`config.mk`:
```
export PLATFORM = sky130hd
export DESIGN_NAME = analog_keypad_entry_decoder
export DESIGN_NICKNAME = d
export VERILOG_FILES = /design/src/rtl/akd_pkg.sv /design/src/rtl/analog_keypad_entry_decoder.sv /design/src/rtl/akd_window_decode.sv /design/src/rtl/akd_entry_store.sv
export VERILOG_INCLUDE_DIRS = /design/src /design/src/rtl
export SDC_FILE = /design/constraint.sdc
export NUM_CORES = 1
export LEC_CHECK = 0
export ABC_AREA = 1
export CORE_UTILIZATION = 30
export DETAILED_ROUTE_END_ITERATION = 8
export DONT_BUFFER_PORTS = 1
export GPL_ROUTABILITY_DRIVEN = 0
export SLEW_MARGIN = 20
export SYNTH_ARGS = -nofsm -noshare
export SYNTH_HDL_FRONTEND = slang
export SYNTH_SLANG_ARGS = --single-unit
```
`constraint.sdc`:
```
create_clock -name clk_i -period 9.4 [get_ports clk_i]
set_input_delay 1.41 -clock clk_i [delete_from_list [all_inputs] [get_ports clk_i]]
set_output_delay 1.41 -clock clk_i [all_outputs]
set_load 0.02 [all_outputs]
```
`src/rtl/analog_keypad_entry_decoder_macros.svh`:
```
// Assertion macros shared by the keypad entry decoder modules.
// Each macro expects clk_i and rst_ni in scope.
`ifndef ANALOG_KEYPAD_ENTRY_DECODER_MACROS_SVH
`define ANALOG_KEYPAD_ENTRY_DECODER_MACROS_SVH

// Same-cycle implication.
`define AKD_ASSERT_IMP(label, ante, cons) \
  label: assert property (@(posedge clk_i) disable iff (!rst_ni) (ante) |-> (cons)) \
    else $error("keypad decoder check failed");

// Next-cycle implication.
`define AKD_ASSERT_NEXT(label, ante, cons) \
  label: assert property (@(posedge clk_i) disable iff (!rst_ni) (ante) |=> (cons)) \
    else $error("keypad decoder check failed");

`endif

```
`src/rtl/akd_pkg.sv`:
```
`timescale 1ns / 1ps

package akd_pkg;

  localparam int ENTRY_DIGITS_DEF = 4;
  localparam int SAMPLE_BITS_DEF  = 12;

  localparam int CODE_W      = 4;
  localparam int ECHO_W      = 7;
  localparam int COUNT_OUT_W = 3;
  localparam int VALUE_W     = 15;

  localparam logic [CODE_W-1:0] ACCEPT_CODE = 4'd13;

  // Decoded sample: window hit with key code, or echo of an idle line.
  typedef struct packed {
    logic              hit;
    logic              echo_on;
    logic [CODE_W-1:0] code;
    logic [ECHO_W-1:0] echo;
  } akd_key_t;

  // Entry store outcome for one item.
  typedef struct packed {
    logic                   accepted;
    logic [COUNT_OUT_W-1:0] count;
    logic [VALUE_W-1:0]     value;
  } akd_entry_t;

endpackage

```
`src/rtl/analog_keypad_entry_decoder.sv`:
```
`timescale 1ns / 1ps
`include "analog_keypad_entry_decoder_macros.svh"

// Resistor-ladder keypad decoder with a small digit entry buffer. Each slave
// item is one ADC sample; it is matched against sixteen open voltage windows
// in fixed order (first match wins) and yields a key code and its ASCII echo,
// or a space echo when the line is idle (sample below 50). Every key but D
// appends its code to an ENTRY_DIGITS deep buffer; once full, further codes
// are dropped while the key is still reported. Key D accepts: it returns the
// weighted decimal value of the whole buffer (first entry most significant,
// wrapped to 15 bits) and resets the count without clearing the buffer.
// Every sample yields exactly one master item. The block sustains one item
// per clock while m_axis_tready is high: a sample is captured in an input
// register, decoded and applied to the buffer, and lands in the output
// register that drives m_axis_tvalid. The output register stalls only on
// m_axis_tready; the slave side stalls only while both the input and
// output registers are full and m_axis_tready is low. No clearing pass
// follows reset.
module analog_keypad_entry_decoder
  import akd_pkg::*;
#(
  parameter int ENTRY_DIGITS = ENTRY_DIGITS_DEF,
  parameter int SAMPLE_BITS  = SAMPLE_BITS_DEF
) (
  input  logic        clk_i,
  input  logic        rst_ni,
  // Sample items.
  input  logic        s_axis_tvalid,
  output logic        s_axis_tready,
  // tdata: adc_sample, zero padded to whole bytes
  input  logic [((SAMPLE_BITS + 7) / 8) * 8 - 1:0] s_axis_tdata,
  // Result items.
  output logic        m_axis_tvalid,
  input  logic        m_axis_tready,
  // tdata: key_code[3:0], echo_char[10:4], digit_count[13:11],
  //        entered_value[28:14], zero padding [31:29]
  output logic [31:0] m_axis_tdata,
  // tuser: key_valid[0], echo_valid[1], accepted[2]
  output logic [2:0]  m_axis_tuser
);

  localparam int OUT_PAD = 32 - (CODE_W + ECHO_W + COUNT_OUT_W + VALUE_W);

  // Input stage.
  logic                   in_valid_q;
  logic [SAMPLE_BITS-1:0] in_sample_q;

  // Output stage.
  logic                   out_valid_q;
  logic                   key_valid_q;
  logic                   echo_valid_q;
  logic                   accepted_q;
  logic [CODE_W-1:0]      key_code_q;
  logic [ECHO_W-1:0]      echo_char_q;
  logic [COUNT_OUT_W-1:0] count_q;
  logic [VALUE_W-1:0]     value_q;

  logic       advance;
  akd_key_t   key;
  akd_entry_t entry;

  // Move the held sample into the output register whenever that is free
  // or being drained this cycle.
  assign advance       = in_valid_q && (!out_valid_q || m_axis_tready);
  assign s_axis_tready = !in_valid_q || advance;

  always_ff @(posedge clk_i or negedge rst_ni) begin
    if (!rst_ni) begin
      in_valid_q <= 1'b0;
    end else if (s_axis_tvalid && s_axis_tready) begin
      in_valid_q <= 1'b1;
    end else if (advance) begin
      in_valid_q <= 1'b0;
    end
  end

  always_ff @(posedge clk_i) begin
    if (s_axis_tvalid && s_axis_tready) begin
      in_sample_q <= s_axis_tdata[SAMPLE_BITS-1:0];
    end
  end

  akd_window_decode #(
    .SAMPLE_BITS(SAMPLE_BITS)
  ) u_decode (
    .sample_i(in_sample_q),
    .key_o   (key)
  );

  // Buffer state updates only when the item actually advances.
  akd_entry_store #(
    .ENTRY_DIGITS(ENTRY_DIGITS)
  ) u_store (
    .clk_i  (clk_i),
    .rst_ni (rst_ni),
    .step_i (advance),
    .key_i  (key),
    .entry_o(entry)
  );

  always_ff @(posedge clk_i or negedge rst_ni) begin
    if (!rst_ni) begin
      out_valid_q <= 1'b0;
    end else if (advance) begin
      out_valid_q <= 1'b1;
    end else if (m_axis_tready) begin
      out_valid_q <= 1'b0;
    end
  end

  always_ff @(posedge clk_i) begin
    if (advance) begin
      key_valid_q  <= key.hit;
      echo_valid_q <= key.echo_on;
      key_code_q   <= key.code;
      echo_char_q  <= key.echo;
      accepted_q   <= entry.accepted;
      count_q      <= entry.count;
      value_q      <= entry.value;
    end
  end

  assign m_axis_tvalid = out_valid_q;
  assign m_axis_tdata  = {{OUT_PAD{1'b0}}, value_q, count_q, echo_char_q, key_code_q};
  assign m_axis_tuser  = {accepted_q, echo_valid_q, key_valid_q};

  `AKD_ASSERT_IMP(a_stall_only_full, !s_axis_tready,
                  in_valid_q && out_valid_q && !m_axis_tready)
  `AKD_ASSERT_IMP(a_accept_is_d, out_valid_q && accepted_q,
                  key_valid_q && (key_code_q == ACCEPT_CODE) && (count_q == '0))
  `AKD_ASSERT_IMP(a_miss_clean, out_valid_q && !key_valid_q,
                  (key_code_q == '0) && !accepted_q && (value_q == '0))

endmodule

```
`src/rtl/akd_window_decode.sv`:
```
`timescale 1ns / 1ps

module akd_window_decode
  import akd_pkg::*;
#(
  parameter int SAMPLE_BITS = SAMPLE_BITS_DEF
) (
  input  logic [SAMPLE_BITS-1:0] sample_i,
  output akd_key_t               key_o
);

  localparam int CMP_W     = 16;
  localparam int WIN_COUNT = 16;

  localparam logic [CMP_W-1:0] IDLE_LIMIT = 16'd50;
  localparam logic [ECHO_W-1:0] ECHO_SPACE = 7'h20;

  // Open windows, lowest index wins.
  localparam logic [CMP_W-1:0] WIN_LO [WIN_COUNT] = '{
    16'd3700, 16'd3500, 16'd3300, 16'd3030, 16'd2900, 16'd2800, 16'd2680, 16'd2490,
    16'd2340, 16'd2290, 16'd2190, 16'd2060, 16'd2000, 16'd1940, 16'd1887, 16'd1780
  };
  localparam logic [CMP_W-1:0] WIN_HI [WIN_COUNT] = '{
    16'd3900, 16'd3650, 16'd3400, 16'd3050, 16'd3000, 16'd2900, 16'd2705, 16'd2502,
    16'd2400, 16'd2310, 16'd2210, 16'd2080, 16'd2030, 16'd1970, 16'd1895, 16'd1795
  };
  localparam logic [CODE_W-1:0] WIN_CODE [WIN_COUNT] = '{
    4'd1, 4'd2, 4'd3, 4'd10, 4'd4, 4'd5, 4'd6, 4'd11,
    4'd7, 4'd8, 4'd9, 4'd12, 4'd14, 4'd0, 4'd15, 4'd13
  };
  localparam logic [ECHO_W-1:0] WIN_ECHO [WIN_COUNT] = '{
    7'h31, 7'h32, 7'h33, 7'h41, 7'h34, 7'h35, 7'h36, 7'h42,
    7'h37, 7'h38, 7'h39, 7'h43, 7'h2A, 7'h30, 7'h23, 7'h44
  };

  logic [CMP_W-1:0]     sample_ext;
  logic [WIN_COUNT-1:0] in_win;

  assign sample_ext = CMP_W'(sample_i);

  always_comb begin
    for (int i = 0; i < WIN_COUNT; i++) begin
      in_win[i] = (sample_ext > WIN_LO[i]) && (sample_ext < WIN_HI[i]);
    end
  end

  // Walk from the back so the first matching window is the one kept.
  always_comb begin
    key_o = '0;
    for (int i = WIN_COUNT - 1; i >= 0; i--) begin
      if (in_win[i]) begin
        key_o.hit     = 1'b1;
        key_o.echo_on = 1'b1;
        key_o.code    = WIN_CODE[i];
        key_o.echo    = WIN_ECHO[i];
      end
    end
    if (!key_o.hit && (sample_ext < IDLE_LIMIT)) begin
      key_o.echo_on = 1'b1;
      key_o.echo    = ECHO_SPACE;
    end
  end

endmodule

```
`src/rtl/akd_entry_store.sv`:
```
`timescale 1ns / 1ps
`include "analog_keypad_entry_decoder_macros.svh"

module akd_entry_store
  import akd_pkg::*;
#(
  parameter int ENTRY_DIGITS = ENTRY_DIGITS_DEF
) (
  input  logic       clk_i,
  input  logic       rst_ni,
  input  logic       step_i,
  input  akd_key_t   key_i,
  output akd_entry_t entry_o
);

  localparam int CNT_W = $clog2(ENTRY_DIGITS + 1);
  localparam int IDX_W = (ENTRY_DIGITS > 1) ? $clog2(ENTRY_DIGITS) : 1;

  logic [CODE_W-1:0] store_q [ENTRY_DIGITS];
  logic [CNT_W-1:0]  count_q, count_d;
  logic              is_accept;
  logic              do_write;
  logic [VALUE_W-1:0] value;

  assign is_accept = key_i.hit && (key_i.code == ACCEPT_CODE);
  assign do_write  = key_i.hit && !is_accept && (count_q < CNT_W'(ENTRY_DIGITS));

  // Weighted decimal value, first entry most significant; wraps to VALUE_W.
  always_comb begin
    value = '0;
    for (int i = 0; i < ENTRY_DIGITS; i++) begin
      value = VALUE_W'((value << 3) + (value << 1) + VALUE_W'(store_q[i]));
    end
  end

  always_comb begin
    count_d = count_q;
    priority if (is_accept) begin
      count_d = '0;
    end else if (do_write) begin
      count_d = CNT_W'(count_q + 1'b1);
    end
  end

  always_ff @(posedge clk_i or negedge rst_ni) begin
    if (!rst_ni) begin
      count_q <= '0;
      for (int i = 0; i < ENTRY_DIGITS; i++) begin
        store_q[i] <= '0;
      end
    end else if (step_i) begin
      count_q <= count_d;
      if (do_write) begin
        store_q[count_q[IDX_W-1:0]] <= key_i.code;
      end
    end
  end

  assign entry_o.accepted = is_accept;
  assign entry_o.count    = COUNT_OUT_W'(count_d);
  assign entry_o.value    = is_accept ? value : '0;

  `AKD_ASSERT_IMP(a_count_bound, 1'b1, count_q <= CNT_W'(ENTRY_DIGITS))
  `AKD_ASSERT_NEXT(a_miss_holds, step_i && !key_i.hit, count_q == $past(count_q))
  `AKD_ASSERT_NEXT(a_accept_clears, step_i && is_accept, count_q == '0)

endmodule
```
==> metrics <==
outcome=finished, final reports clean; CP Buf/Inv Count=2; gr ovfl total=0; Detailed Route WL=12000 µm; Hold Crit Class=flop to flop; Root Driver=clkbuf_16; CTS buffer count=9; R2R setup slack=4.30 ns; Post-DRT Antenna Nets=0; Arrival @ worst endpoint=5.17 ns; Critical Path Start Type=flop; Post-Synth XOR/XNOR Area=2.054%; Worst-Skew Late Latency=0.34 ns; CP Capture Type=flop; PortBufs=0; DRC Markers=0; Tmin final=5.102 ns; simple-gate share of the synthesized area=28.81%; initial antenna violation count=0; crit-path leading delay family=adder cells; Syn. warnings=0; Max transition margin=60.92%; WL per Instance=13.77 µm; synth unique cells=41; layout cells sized above 1=5.837%; crit-path cells=inv_1 > fa_1 > inv_1 > fa_1 > xor2_1 > ha_1 > ha_1 > nand2_1 > o21ai_0 > a21oi_1 > o21ai_0 > nand2_1 > nand2_1 > a21oi_1 > xor2_1 > ha_1 > ha_1 > a21o_1 > nand3_1 > nand3_1 > a31oi_1 > o21bai_1 > a21oi_1; GRT Total Usage=14.35%; R2R depth=23; FFs w/ async S/R, synth=32.31%; most frequent cells in the layout=nand2_1 (143), inv_1 (92), nor2_1 (74); placed wire-length estimate=9181 µm; RSZ-0062 raised after global routing=no; CP Max Fanout=6; vias in the first global route=3965; post-synthesis cell count=648; Final Max Tran Viols=0; hold buffer count at cts=0; Reg clk slew, reported paths=0.05 ns; min-delay src=u_store.count_q[2]$_DFFE_PN0P_; CTS tree=done; Synth Area in Compound Gates=9.146%; WHS Endpoint=u_store.count_q[2]$_DFFE_PN0P_; CP max-delay cell=fa_1; endpoints failing hold=0; Syn Area/Cell=7.895 µm²; CTS sink cnt=65; Initial DRC Count=364; maximum clock insertion buffer count=2; actual slew at the worst max-slew pin=0.5801 ns; num rows=47; io pins=57; antenna cells=0; Max Cap Violations=0; EDFF count, synth=44; area share of fa/ha/maj cells after synthesis=14.33%; mux contribution to synthesized area=0%; Main synth FF type=edfxtp_1; Finish-stage setup viols=0; Die Y=132.6 µm; vias per cell=4.782; CP startpoint=u_store.store_q[11]$_DFFE_PN0P_; Layout Nets=721; vias post-DR=4165; fillers=1762; #FFs+latches synth=65; global-route wire length before repair=19810 µm; hold path depth=2; post_cts resized=0; Horiz. Die Dim=132.6 µm; Crit Path Category=flop to flop; Required @ worst endpoint=9.47 ns; cell repeated most along the worst path=ha_1; die area=17580 µm²; Layout area overhead=8.755%; TritonRoute pass-1 iters=5; largest net degree at the start of global routing=37; Worst R2R Start=u_store.store_q[11]$_DFFE_PN0P_; period utilization=54.28%; largest family of logic cells by synthesized area=simple AND/OR/NAND/NOR gates; Worst Skew=0.007175 ns; htree depth=3; post-synthesis sequential area ratio=36.10%; setup TNS=0 ns; fmax=196.0 MHz; cell area after synthesis=5116 µm²; most common library cell in the layout ignoring fill and taps=nand2_1; critical path's largest stage delay=0.53 ns; post-CTS setup repair buffer count=0; Starting Density=30.74%; core area=16640 µm²; Reg-to-Reg End=value_q[14]$_SDFFCE_PN0P_
[metrics by stage]
stage | area [µm²] | setup WS (ns) | hold slack, ns | cells | util (%)
5_1_grt | 5564 | 3.819 | 0.5375 | 871 | 33.43
3_3_place_gp | 5281 | 4.328 | 0.4639 | 855 | 31.73
2_1_floorplan | 5124 | 4.727 | 0.4490 | 650 | -
3_5_place_dp | 5281 | 4.330 | 0.4649 | 855 | 31.73
4_1_cts | 5564 | 4.264 | 0.4796 | 871 | 33.43
6_report | 5564 | 4.298 | 0.4800 | 871 | 33.43
[flip-flops by register name, indices dropped and copies added, names as in the netlist]
name,count
u_store.store_q,16
accepted_q,1
key_valid_q,1
in_valid_q,1
u_store.count_q,3
echo_char_q,7
count_q,3
value_q,15
m_axis_tvalid,1
in_sample_q,12
echo_valid_q,1
key_code_q,4
[worst max path at each step]
stage | end | slack (ns) | cells past startpoint
finish | value_q[14]$_SDFFCE_PN0P_ | 4.30 | 23
global route | value_q[13]$_SDFFCE_PN0P_ | 3.82 | 28
CTS | value_q[14]$_SDFFCE_PN0P_ | 4.26 | 23
detailed placement | value_q[14]$_SDFFCE_PN0P_ | 4.33 | 23
global placement | value_q[14]$_SDFFCE_PN0P_ | 4.33 | 23
floorplan | value_q[14]$_SDFFCE_PN0P_ | 4.73 | 23
[final cells by class]
type / instances / area, µm² / share of cell area (%)
Tap cell: 220 / 275.3 / 4.947
Inverter: 96 / 360.3 / 6.476
Multi-Input combinational cell: 473 / 2791 / 50.17
Timing Repair Buffer: 1 / 7.507 / 0.1349
Clock inverter: 4 / 46.29 / 0.8320
Sequential cell: 65 / 1847 / 33.19
Clock buffer: 12 / 236.5 / 4.250
[cell families (layout without fill, tap and decap cells)]
kind of cell | count (synthesis) | count (layout)
simple gates | 325 | 325
buf+inv | 112 | 113
compound gates | 78 | 78
flops | 65 | 65
fa+ha+maj | 55 | 55
xor+xnor | 12 | 12
other cells | 1 | 3
[cells in the mapped netlist, types with 5 or more instances]
cell	n	area, µm²
inv_1	92	345.3
ha_1	49	613.1
edfxtp_1	44	1321
nand4_1	8	50.05
nand2_1	143	536.8
nor3_1	8	40.04
o21bai_1	19	142.6
nand3_1	68	340.3
o21ai_0	16	80.08
nor2_1	74	277.8
xor2_1	8	70.07
nor2_2	5	31.28
a21oi_1	29	145.1
buf_4	11	82.58
fa_1	6	120.1
dfrtp_1	21	525.5
[per-layer routing]
layer	share of wire, %	wire (µm)	GRT usage, %	vias up
met5	0	0	0	-
met4	2.3	270	6.066	0
met3	7.2	859	3.870	25
met2	41	4902	20.91	151
met1	50	5963	19.86	1859
li1	-	-	-	2130
[tightest hold or removal path, cell delays in order, from the launching register on]
cell and delay (ns):
dfrtp_1 0.34, nand2_1 0.05, nand2_1 0.05
Power is left out: the tool's default activity adds up to more than one toggle a clock period on the data nets, which glitch-free logic cannot reach.
